`config.mk`:
```
export PLATFORM = sky130hd
export DESIGN_NAME = cell_allocator_with_compaction
export DESIGN_NICKNAME = d
export VERILOG_FILES = /design/src/cca_pkg.sv /design/src/cca_ram.sv /design/src/cell_allocator_with_compaction.sv
export SDC_FILE = /design/constraint.sdc
export NUM_CORES = 2
export LEC_CHECK = 0
export ABC_AREA = 0
export BUFFER_PORTS_ARGS = -buffer_cell sky130_fd_sc_hd__clkbuf_2
export CAP_MARGIN = 0
export CORE_ASPECT_RATIO = 1.1
export CORE_UTILIZATION = 45
export CTS_BUF_LIST = sky130_fd_sc_hd__clkbuf_4 sky130_fd_sc_hd__clkbuf_8
export DETAILED_ROUTE_END_ITERATION = 8
export SLEW_MARGIN = 20
export SYNTH_ARGS = -nofsm -noshare
export SYNTH_HDL_FRONTEND = slang
export SYNTH_SLANG_ARGS = --single-unit
```
`constraint.sdc`:
```
create_clock -name clk_i -period 3.8 [get_ports clk_i]
set_input_delay 0.76 -clock clk_i [delete_from_list [all_inputs] [get_ports clk_i]]
set_output_delay 0.76 -clock clk_i [all_outputs]
set_load 0.01 [all_outputs]
```
`src/cca_pkg.sv`:
```
// ----------------------------------------------------------------------------
// cca_pkg
// Shared types and constants of the cell allocator with compaction.
// ----------------------------------------------------------------------------
package cca_pkg;

  localparam int MODE_W   = 2;
  localparam int TAG_W    = 8;
  localparam int LEN_W    = 7;
  localparam int STATUS_W = 3;
  localparam int START_W  = 6;
  localparam int SWAP_W   = 7;

  localparam logic [TAG_W-1:0] FREE_CODE = 8'd32;

  typedef enum logic [MODE_W-1:0] {
    MODE_ADD     = 2'd0,
    MODE_DEL     = 2'd1,
    MODE_COMPACT = 2'd2,
    MODE_NONE    = 2'd3
  } mode_e;

  typedef enum logic [STATUS_W-1:0] {
    STAT_OK       = 3'd0,
    STAT_EXISTS   = 3'd1,
    STAT_NOSPACE  = 3'd2,
    STAT_NOTFOUND = 3'd3,
    STAT_INVALID  = 3'd4
  } status_e;

  typedef enum logic [4:0] {
    ST_IDLE,
    ST_ADD_RD,
    ST_ADD_EV,
    ST_ADD_DEC,
    ST_FILL_RD,
    ST_FILL_EV,
    ST_DEL_RD,
    ST_DEL_EV,
    ST_RESP,
    ST_ORD_RD,
    ST_ORD_EV,
    ST_SEEN_RD,
    ST_SEEN_EV,
    ST_FILE_RD,
    ST_FILE_EV,
    ST_CNT_RD,
    ST_CNT_EV,
    ST_POS,
    ST_POS_EV,
    ST_SRCH_RD,
    ST_SRCH_EV,
    ST_SWAP,
    ST_EMIT
  } state_e;

endpackage

```
`src/cca_ram.sv`:
```
// ----------------------------------------------------------------------------
// cca_ram
// Generic single-port-write, single-port-read RAM with registered read data.
// ----------------------------------------------------------------------------
module cca_ram #(
  parameter int WIDTH = 8,
  parameter int DEPTH = 64
) (
  input  logic                     clk_i,
  input  logic                     we_i,
  input  logic [$clog2(DEPTH)-1:0] waddr_i,
  input  logic [WIDTH-1:0]         wdata_i,
  input  logic                     re_i,
  input  logic [$clog2(DEPTH)-1:0] raddr_i,
  output logic [WIDTH-1:0]         rdata_o
);

  logic [WIDTH-1:0] mem [DEPTH];
  logic [WIDTH-1:0] rdata_q;

  always_ff @(posedge clk_i) begin
    if (we_i) begin
      mem[waddr_i] <= wdata_i;
    end
    if (re_i) begin
      rdata_q <= mem[raddr_i];
    end
  end

  assign rdata_o = rdata_q;

endmodule

```
`src/cell_allocator_with_compaction.sv`:
```
// ----------------------------------------------------------------------------
// cell_allocator_with_compaction
// First-fit cell store with add, delete and compaction, sequenced over a
// cell RAM and a file order RAM.
//
//   channel | direction | handshake              | payload
//   --------+-----------+------------------------+------------------------------
//   in      | input     | in_valid_i / in_stall_o| mode_i, tag_i, length_i
//   out     | output    | out_valid_o/out_stall_i| status_o, file_tag_o,
//           |           |                        | start_cell_o, swap_count_o,
//           |           |                        | last_o
//
// Each cell access is a read state then an evaluate state on the cell RAM.
// Add: two passes over the store, delete: one pass. Compact: an order build
// that checks each used cell against the files seen so far, then per file
// one count pass plus a forward search per misplaced cell.
// Reset marks every cell free through per-cell valid flags; no clearing pass.
// A new request is taken once the previous one has its results registered;
// a stalled output only holds the sequencer when the next result is ready.
// ----------------------------------------------------------------------------
module cell_allocator_with_compaction #(
  parameter int NUM_CELLS = 64
) (
  input  logic       clk_i,
  input  logic       rst_ni,
  input  logic       in_valid_i,
  output logic       in_stall_o,
  input  logic [1:0] mode_i,
  input  logic [7:0] tag_i,
  input  logic [6:0] length_i,
  output logic       out_valid_o,
  input  logic       out_stall_i,
  output logic [2:0] status_o,
  output logic [7:0] file_tag_o,
  output logic [5:0] start_cell_o,
  output logic [6:0] swap_count_o,
  output logic       last_o
);

  localparam int AW     = $clog2(NUM_CELLS);
  localparam int CW     = $clog2(NUM_CELLS + 1);
  localparam int TagW   = cca_pkg::TAG_W;
  localparam int LenW   = cca_pkg::LEN_W;
  localparam int StartW = cca_pkg::START_W;
  localparam int SwapW  = cca_pkg::SWAP_W;

  localparam logic [CW-1:0] LastIdx = CW'(NUM_CELLS - 1);
  localparam logic [CW-1:0] NumC    = CW'(NUM_CELLS);

  cca_pkg::state_e  state_q, state_d;
  cca_pkg::mode_e   mode_q, mode_d;
  cca_pkg::status_e stat_q, stat_d;

  logic [TagW-1:0]   tag_q, tag_d;
  logic [LenW-1:0]   len_q, len_d;
  logic [CW-1:0]     i_q, i_d;
  logic [CW-1:0]     j_q, j_d;
  logic [CW-1:0]     cnt_q, cnt_d;
  logic [CW-1:0]     nfiles_q, nfiles_d;
  logic [CW-1:0]     f_q, f_d;
  logic [CW-1:0]     p_q, p_d;
  logic [CW-1:0]     z_q, z_d;
  logic [StartW-1:0] start_q, start_d;
  logic [SwapW-1:0]  swaps_q, swaps_d;
  logic [TagW-1:0]   t_q, t_d;
  logic [TagW-1:0]   hold_q, hold_d;
  logic              found_q, found_d;

  logic [NUM_CELLS-1:0] valid_q;
  logic                 rd_vld_q;

  logic            cram_we, cram_re;
  logic [AW-1:0]   cram_waddr, cram_raddr;
  logic [TagW-1:0] cram_wdata, cram_rdata;
  logic            oram_we, oram_re;
  logic [AW-1:0]   oram_waddr, oram_raddr;
  logic [TagW-1:0] oram_wdata, oram_rdata;

  logic [TagW-1:0] cell_val;
  logic            ord_next;

  logic              out_valid_q;
  cca_pkg::status_e  out_stat_q, ld_stat;
  logic [TagW-1:0]   out_tag_q, ld_tag;
  logic [StartW-1:0] out_start_q, ld_start;
  logic [SwapW-1:0]  out_swap_q, ld_swap;
  logic              out_last_q, ld_last;
  logic              out_load, slot_free;

  cca_ram #(.WIDTH(TagW), .DEPTH(NUM_CELLS)) u_cell_ram (
    .clk_i  (clk_i),
    .we_i   (cram_we),
    .waddr_i(cram_waddr),
    .wdata_i(cram_wdata),
    .re_i   (cram_re),
    .raddr_i(cram_raddr),
    .rdata_o(cram_rdata)
  );

  cca_ram #(.WIDTH(TagW), .DEPTH(NUM_CELLS)) u_order_ram (
    .clk_i  (clk_i),
    .we_i   (oram_we),
    .waddr_i(oram_waddr),
    .wdata_i(oram_wdata),
    .re_i   (oram_re),
    .raddr_i(oram_raddr),
    .rdata_o(oram_rdata)
  );

  assign cell_val  = rd_vld_q ? cram_rdata : cca_pkg::FREE_CODE;
  assign slot_free = !out_valid_q || !out_stall_i;

  always_comb begin
    state_d    = state_q;
    mode_d     = mode_q;
    stat_d     = stat_q;
    tag_d      = tag_q;
    len_d      = len_q;
    i_d        = i_q;
    j_d        = j_q;
    cnt_d      = cnt_q;
    nfiles_d   = nfiles_q;
    f_d        = f_q;
    p_d        = p_q;
    z_d        = z_q;
    start_d    = start_q;
    swaps_d    = swaps_q;
    t_d        = t_q;
    hold_d     = hold_q;
    found_d    = found_q;
    cram_we    = 1'b0;
    cram_waddr = i_q[AW-1:0];
    cram_wdata = tag_q;
    cram_re    = 1'b0;
    cram_raddr = i_q[AW-1:0];
    oram_we    = 1'b0;
    oram_waddr = nfiles_q[AW-1:0];
    oram_wdata = t_q;
    oram_re    = 1'b0;
    oram_raddr = j_q[AW-1:0];
    ord_next   = 1'b0;
    out_load   = 1'b0;
    ld_stat    = stat_q;
    ld_tag     = tag_q;
    ld_start   = '0;
    ld_swap    = '0;
    ld_last    = 1'b1;

    case (state_q)
      cca_pkg::ST_IDLE: begin
        if (in_valid_i) begin
          mode_d  = cca_pkg::mode_e'(mode_i);
          tag_d   = tag_i;
          len_d   = length_i;
          i_d     = '0;
          cnt_d   = '0;
          found_d = 1'b0;
          case (cca_pkg::mode_e'(mode_i))
            cca_pkg::MODE_ADD, cca_pkg::MODE_DEL: begin
              if (tag_i == cca_pkg::FREE_CODE) begin
                stat_d  = cca_pkg::STAT_INVALID;
                state_d = cca_pkg::ST_RESP;
              end else if (cca_pkg::mode_e'(mode_i) == cca_pkg::MODE_ADD) begin
                state_d = cca_pkg::ST_ADD_RD;
              end else begin
                state_d = cca_pkg::ST_DEL_RD;
              end
            end
            cca_pkg::MODE_COMPACT: begin
              nfiles_d = '0;
              state_d  = cca_pkg::ST_ORD_RD;
            end
            default: begin
              state_d = cca_pkg::ST_IDLE;
            end
          endcase
        end
      end
      cca_pkg::ST_ADD_RD: begin
        cram_re = 1'b1;
        state_d = cca_pkg::ST_ADD_EV;
      end
      cca_pkg::ST_ADD_EV: begin
        if (cell_val == cca_pkg::FREE_CODE) begin
          cnt_d = cnt_q + 1'b1;
        end
        if (cell_val == tag_q) begin
          found_d = 1'b1;
        end
        if (i_q == LastIdx) begin
          state_d = cca_pkg::ST_ADD_DEC;
        end else begin
          i_d     = i_q + 1'b1;
          state_d = cca_pkg::ST_ADD_RD;
        end
      end
      cca_pkg::ST_ADD_DEC: begin
        i_d = '0;
        if (LenW'(cnt_q) < len_q) begin
          stat_d  = cca_pkg::STAT_NOSPACE;
          state_d = cca_pkg::ST_RESP;
        end else if (found_q) begin
          stat_d  = cca_pkg::STAT_EXISTS;
          state_d = cca_pkg::ST_RESP;
        end else if (len_q == '0) begin
          stat_d  = cca_pkg::STAT_OK;
          state_d = cca_pkg::ST_RESP;
        end else begin
          z_d     = CW'(len_q);
          state_d = cca_pkg::ST_FILL_RD;
        end
      end
      cca_pkg::ST_FILL_RD: begin
        cram_re = 1'b1;
        state_d = cca_pkg::ST_FILL_EV;
      end
      cca_pkg::ST_FILL_EV: begin
        if (cell_val == cca_pkg::FREE_CODE) begin
          cram_we = 1'b1;
          z_d     = z_q - 1'b1;
        end
        if (((cell_val == cca_pkg::FREE_CODE) && (z_q == CW'(1))) ||
            (i_q == LastIdx)) begin
          stat_d  = cca_pkg::STAT_OK;
          state_d = cca_pkg::ST_RESP;
        end else begin
          i_d     = i_q + 1'b1;
          state_d = cca_pkg::ST_FILL_RD;
        end
      end
      cca_pkg::ST_DEL_RD: begin
        cram_re = 1'b1;
        state_d = cca_pkg::ST_DEL_EV;
      end
      cca_pkg::ST_DEL_EV: begin
        if (cell_val == tag_q) begin
          cram_we    = 1'b1;
          cram_wdata = cca_pkg::FREE_CODE;
          found_d    = 1'b1;
        end
        if (i_q == LastIdx) begin
          stat_d  = (found_q || (cell_val == tag_q)) ?
                    cca_pkg::STAT_OK : cca_pkg::STAT_NOTFOUND;
          state_d = cca_pkg::ST_RESP;
        end else begin
          i_d     = i_q + 1'b1;
          state_d = cca_pkg::ST_DEL_RD;
        end
      end
      cca_pkg::ST_RESP: begin
        if (slot_free) begin
          out_load = 1'b1;
          state_d  = cca_pkg::ST_IDLE;
        end
      end
      cca_pkg::ST_ORD_RD: begin
        cram_re = 1'b1;
        state_d = cca_pkg::ST_ORD_EV;
      end
      cca_pkg::ST_ORD_EV: begin
        if (cell_val == cca_pkg::FREE_CODE) begin
          ord_next = 1'b1;
        end else begin
          t_d     = cell_val;
          j_d     = '0;
          state_d = cca_pkg::ST_SEEN_RD;
        end
      end
      cca_pkg::ST_SEEN_RD: begin
        if (j_q == nfiles_q) begin
          oram_we  = 1'b1;
          nfiles_d = nfiles_q + 1'b1;
          ord_next = 1'b1;
        end else begin
          oram_re = 1'b1;
          state_d = cca_pkg::ST_SEEN_EV;
        end
      end
      cca_pkg::ST_SEEN_EV: begin
        if (oram_rdata == t_q) begin
          ord_next = 1'b1;
        end else begin
          j_d     = j_q + 1'b1;
          state_d = cca_pkg::ST_SEEN_RD;
        end
      end
      cca_pkg::ST_FILE_RD: begin
        oram_re    = 1'b1;
        oram_raddr = f_q[AW-1:0];
        state_d    = cca_pkg::ST_FILE_EV;
      end
      cca_pkg::ST_FILE_EV: begin
        t_d     = oram_rdata;
        i_d     = '0;
        cnt_d   = '0;
        state_d = cca_pkg::ST_CNT_RD;
      end
      cca_pkg::ST_CNT_RD: begin
        cram_re = 1'b1;
        state_d = cca_pkg::ST_CNT_EV;
      end
      cca_pkg::ST_CNT_EV: begin
        if (cell_val == t_q) begin
          cnt_d = cnt_q + 1'b1;
        end
        if (i_q == LastIdx) begin
          z_d     = '0;
          start_d = StartW'(p_q);
          state_d = cca_pkg::ST_POS;
        end else begin
          i_d     = i_q + 1'b1;
          state_d = cca_pkg::ST_CNT_RD;
        end
      end
      cca_pkg::ST_POS: begin
        if ((z_q < cnt_q) && (p_q < NumC)) begin
          cram_re    = 1'b1;
          cram_raddr = p_q[AW-1:0];
          state_d    = cca_pkg::ST_POS_EV;
        end else begin
          state_d = cca_pkg::ST_EMIT;
        end
      end
      cca_pkg::ST_POS_EV: begin
        if (cell_val == t_q) begin
          p_d     = p_q + 1'b1;
          z_d     = z_q + 1'b1;
          state_d = cca_pkg::ST_POS;
        end else begin
          hold_d  = cell_val;
          j_d     = p_q + 1'b1;
          state_d = cca_pkg::ST_SRCH_RD;
        end
      end
      cca_pkg::ST_SRCH_RD: begin
        if (j_q == NumC) begin
          p_d     = p_q + 1'b1;
          z_d     = z_q + 1'b1;
          state_d = cca_pkg::ST_POS;
        end else begin
          cram_re    = 1'b1;
          cram_raddr = j_q[AW-1:0];
          state_d    = cca_pkg::ST_SRCH_EV;
        end
      end
      cca_pkg::ST_SRCH_EV: begin
        if (cell_val == t_q) begin
          cram_we    = 1'b1;
          cram_waddr = p_q[AW-1:0];
          cram_wdata = t_q;
          state_d    = cca_pkg::ST_SWAP;
        end else begin
          j_d     = j_q + 1'b1;
          state_d = cca_pkg::ST_SRCH_RD;
        end
      end
      cca_pkg::ST_SWAP: begin
        cram_we    = 1'b1;
        cram_waddr = j_q[AW-1:0];
        cram_wdata = hold_q;
        swaps_d    = swaps_q + 1'b1;
        p_d        = p_q + 1'b1;
        z_d        = z_q + 1'b1;
        state_d    = cca_pkg::ST_POS;
      end
      cca_pkg::ST_EMIT: begin
        ld_stat  = cca_pkg::STAT_OK;
        ld_tag   = t_q;
        ld_start = start_q;
        ld_swap  = swaps_q;
        ld_last  = ((f_q + 1'b1) == nfiles_q);
        if (slot_free) begin
          out_load = 1'b1;
          if ((f_q + 1'b1) == nfiles_q) begin
            state_d = cca_pkg::ST_IDLE;
          end else begin
            f_d     = f_q + 1'b1;
            state_d = cca_pkg::ST_FILE_RD;
          end
        end
      end
      default: begin
        state_d = cca_pkg::ST_IDLE;
      end
    endcase

    if (ord_next) begin
      if (i_q == LastIdx) begin
        if (nfiles_d == '0) begin
          stat_d  = cca_pkg::STAT_OK;
          tag_d   = cca_pkg::FREE_CODE;
          state_d = cca_pkg::ST_RESP;
        end else begin
          f_d     = '0;
          p_d     = '0;
          swaps_d = '0;
          state_d = cca_pkg::ST_FILE_RD;
        end
      end else begin
        i_d     = i_q + 1'b1;
        state_d = cca_pkg::ST_ORD_RD;
      end
    end
  end

  always_ff @(posedge clk_i or negedge rst_ni) begin
    if (!rst_ni) begin
      state_q     <= cca_pkg::ST_IDLE;
      valid_q     <= '0;
      out_valid_q <= 1'b0;
    end else begin
      state_q <= state_d;
      if (cram_we) begin
        valid_q[cram_waddr] <= 1'b1;
      end
      if (out_load) begin
        out_valid_q <= 1'b1;
      end else if (!out_stall_i) begin
        out_valid_q <= 1'b0;
      end
    end
  end

  always_ff @(posedge clk_i) begin
    mode_q   <= mode_d;
    stat_q   <= stat_d;
    tag_q    <= tag_d;
    len_q    <= len_d;
    i_q      <= i_d;
    j_q      <= j_d;
    cnt_q    <= cnt_d;
    nfiles_q <= nfiles_d;
    f_q      <= f_d;
    p_q      <= p_d;
    z_q      <= z_d;
    start_q  <= start_d;
    swaps_q  <= swaps_d;
    t_q      <= t_d;
    hold_q   <= hold_d;
    found_q  <= found_d;
    if (cram_re) begin
      rd_vld_q <= valid_q[cram_raddr];
    end
    if (out_load) begin
      out_stat_q  <= ld_stat;
      out_tag_q   <= ld_tag;
      out_start_q <= ld_start;
      out_swap_q  <= ld_swap;
      out_last_q  <= ld_last;
    end
  end

  assign in_stall_o   = (state_q != cca_pkg::ST_IDLE);
  assign out_valid_o  = out_valid_q;
  assign status_o     = out_stat_q;
  assign file_tag_o   = out_tag_q;
  assign start_cell_o = out_start_q;
  assign swap_count_o = out_swap_q;
  assign last_o       = out_last_q;

  a_no_rw_collide: assert property (@(posedge clk_i) disable iff (!rst_ni)
    cram_we && cram_re |-> cram_waddr != cram_raddr)
    else $error("cell RAM read and write hit the same entry");

  a_load_slot_free: assert property (@(posedge clk_i) disable iff (!rst_ni)
    out_load |-> !(out_valid_q && out_stall_i))
    else $error("result register overwritten while stalled");

  a_swaps_bounded: assert property (@(posedge clk_i) disable iff (!rst_ni)
    state_q == cca_pkg::ST_FILE_RD |-> 32'(swaps_q) <= 32'(p_q))
    else $error("swap count exceeds packed cells");

  a_accept_busy: assert property (@(posedge clk_i) disable iff (!rst_ni)
    in_valid_i && !in_stall_o && (mode_i != cca_pkg::MODE_NONE)
      |=> state_q != cca_pkg::ST_IDLE)
    else $error("accepted request did not start");

endmodule
```
==> impl_metrics.ini <==
[floorplanning]
die-area_um2 = 115000
core_um2 = 112000
die_x_um = 323
initial_utilization_pct = 45.4
placement_rows = 129
ioPinCount = 48
die_h_um = 355

[grt]
grt_max_degree = 68
grt_usage_pct = 23.7
grt_pass1_wl_um = 201000
first_global_vias = 31100
gr-total-overflow = 0
antenna_found_initial = 4

[cells_and_area]
fin_area_um2 = 61900
final_common_cell = edfxtp_1
reg_top3 = u_cell_ram.mem: 512 flops, u_order_ram.mem: 512 flops, valid_q: 64 flops
fin_cells = 5349
layout_common_cells = 1117 x edfxtp_1, 345 x buf_4, 275 x mux2i_1
drive_gt1_share_pct = 30.5
nets = 3718
syn2layout_area_growth_pct = 21.4

[clock_network]
clockBufferDepth = 3
clk_latency_ps = 890
htree_num_levels = 4
cts_buffers = 193
path_clk_slew_ps = 60
cts_tree = built
cts_root_buf = clkbuf_8
clock_sinks = 1233

[yosys]
ys_seq_elements = 1233
synthXorXnorAreaFrac_pct = 1.20
synth.area.mux_share_pct = 11.9
synth_compound_area_share_pct = 6.36
async_flop_share_pct = 5.68
postSynthAreaPerCell_um2 = 16.1
syn-instance-count = 3173
synth_top_family_by_area = multiplexers
yosys-top-cells-area = edfxtp_1 66%, mux2i_1 5.9%, mux4_2 5.6%
synthFlopType = edfxtp_1
yosysTopAreaCell = edfxtp_1
synth_top_area_share_pct = 65.7
synth_nets = 3217
yosysUniqueCellTypes = 87
synth_edf_count = 1117
yosys.area_share.simple_pct = 6.98
synth-seq-area-share_pct = 71.0
yosys.area_share.adder_pct = 0.564
ys_warn_count = 0
netlist_area_um2 = 51000

[sta]
fin_crit_sh_pct = 101
rsz0062_at_grt = yes
slew_viol_final = 0
min_period_ps = 3840
slew_headroom_pct = 36.5
setup_violations = 2
fmax_mhz = 261
finalWorstSetupSlack_ps = -37.3
final.setup.tns_ps = -65.3
hold_viol_final = 0
skew_ps = 65.4
tightest_slew_ps = 937

[worst_setup_path]
crit_required_ps = 4530
crit_path_top_delay_cell = or4_4
cp_common_cell = buf_4
critical_path.startpoint_type = flop
cpPeakStageDelay_ps = 670
critPathKind = reg2reg
cp.arrival_ps = 4560
cp_max_fo = 6
crit_path_end_kind = flop
path_cells = ha_1 -> and2_4 -> nand3_1 -> buf_4 -> o211ai_1 -> buf_4 -> o311ai_4 -> or4_4 -> buf_4 -> o22ai_1 -> nor4_2 -> o22a_1 -> o221ai_1

[run_status]
violations = negative setup slack
outcome = finished with violations

[drt]
ant_nets = 0
wl_per_cell_um = 25.4
vias = 30800
drt_iter0_markers = 2772
routed_via_density = 5.76
first_pass_iters = 8
drc = 0
finalWirelength_um = 136000

[placed_design]
place_congestion = 0.879
place_area_um2 = 56400
io_buffers = 47
post-place-ws_ps = -413
hpwl_um = 86700
place_inst = 4950

[power]
ir_worst_vdd_mv = 0.401
p_leak_nw = 21.8
p_per_area_nw_per_um2 = 644

[min_path]
min_path_type = in2reg

[job]
max-cap-violations = 0
-- layout make-up --
cell class                 count  area [µm²]
fill                        8881       50600
sequential                  1233       36200
multi-input combinational   1719       15000
timing repair buffer         488        4600
clock buffer                 267        3290
tap                         1506        1880
clock inverter                95         786
inverter                      39         146
antenna                        2        5.00
-- per-stage QoR --
step           utilization (%)  power, W  hold slack (ps)
2_1_floorplan                -    0.0230              406
6_report                  55.1    0.0399              161
3_3_place_gp              50.1    0.0271              446
4_1_cts                   54.3    0.0395             63.5
5_1_grt                   55.1    0.0414              107
3_5_place_dp              50.1    0.0273              450
-- power by group --
part           internal, W  total, W  switching (W)  leakage, nW
sequential          0.0163    0.0168       0.000505         11.4
combinational      0.00476    0.0115        0.00673         8.20
clock              0.00640    0.0116        0.00524         2.15
total               0.0274    0.0399         0.0125         21.8
-- metal layers --
metal | part of all wire, % | GRT usage [%] | vias up
li1 | - | - | 13600
met1 | 42 | 32.8 | 15800
met2 | 48 | 38.2 | 1194
met3 | 6.8 | 4.29 | 237
met4 | 2.6 | 7.05 | 4
met5 | 0.020 | 0 | -
-- critical path, delay by kind of cell (launching register included) --
family | cells | cell delay [ps]
AO/OA/AOI/OAI | 5 | 1290
AND/OR/NAND/NOR | 4 | 1080
buffers and inverters | 3 | 610
flip-flops | 1 | 410
adder cells (fa/ha/maj) | 1 | 320
-- final timing paths --
check                           start  slack [ps]           to  depth (start not counted)
max in group asynchronous      rst_ni        2370  valid_q[28]                          3
setup / recovery               z_q[6]         -40     rd_vld_q                         13
hold reg to reg            valid_q[8]         460   valid_q[8]                          1
setup reg to reg               z_q[6]         -40     rd_vld_q                         13
hold / removal               tag_i[4]         160     tag_q[4]                          3
min in group asynchronous      rst_ni         520   state_q[4]                          2
-- synth_stat cells (11+ instances only) --
library cell  instances
a211oi_1             35
a21oi_1              46
a31oi_1              21
and2_1               50
and3_1               14
buf_1                16
buf_2                60
clkbuf_1             89
dfrtp_1              70
dfxtp_1              46
edfxtp_1           1117
ha_1                 23
inv_1                38
mux2_2               16
mux2i_1             303
mux4_2              128
nand2_1             158
nand2b_1             12
nand3_1              52
nand3b_1             11
nand4_1              19
nor2_1              224
nor3_1               19
nor4_1               41
o211ai_1             14
o21ai_0              45
o221ai_1             12
o22ai_1             162
or2_1                62
or3_1                15
xnor2_1              40
xor2_1               30
-- cell families after synthesis --
logic type      count (synthesis)
fa+ha+maj                      23
flops                        1233
simple gates                  722
buf+inv                       222
xor+xnor                       70
compound gates                456
mux                           447
-- what timing repair did --
item,in CTS,in global routing
hold endpoints to repair,48,0
buffers inserted,7,17
pin swaps,16,23
endpoints found under the setup margin,26,803
resized for setup,62,121
hold buffers,8,0
cloned,4,3
Power figures use the tool's default switching activity.
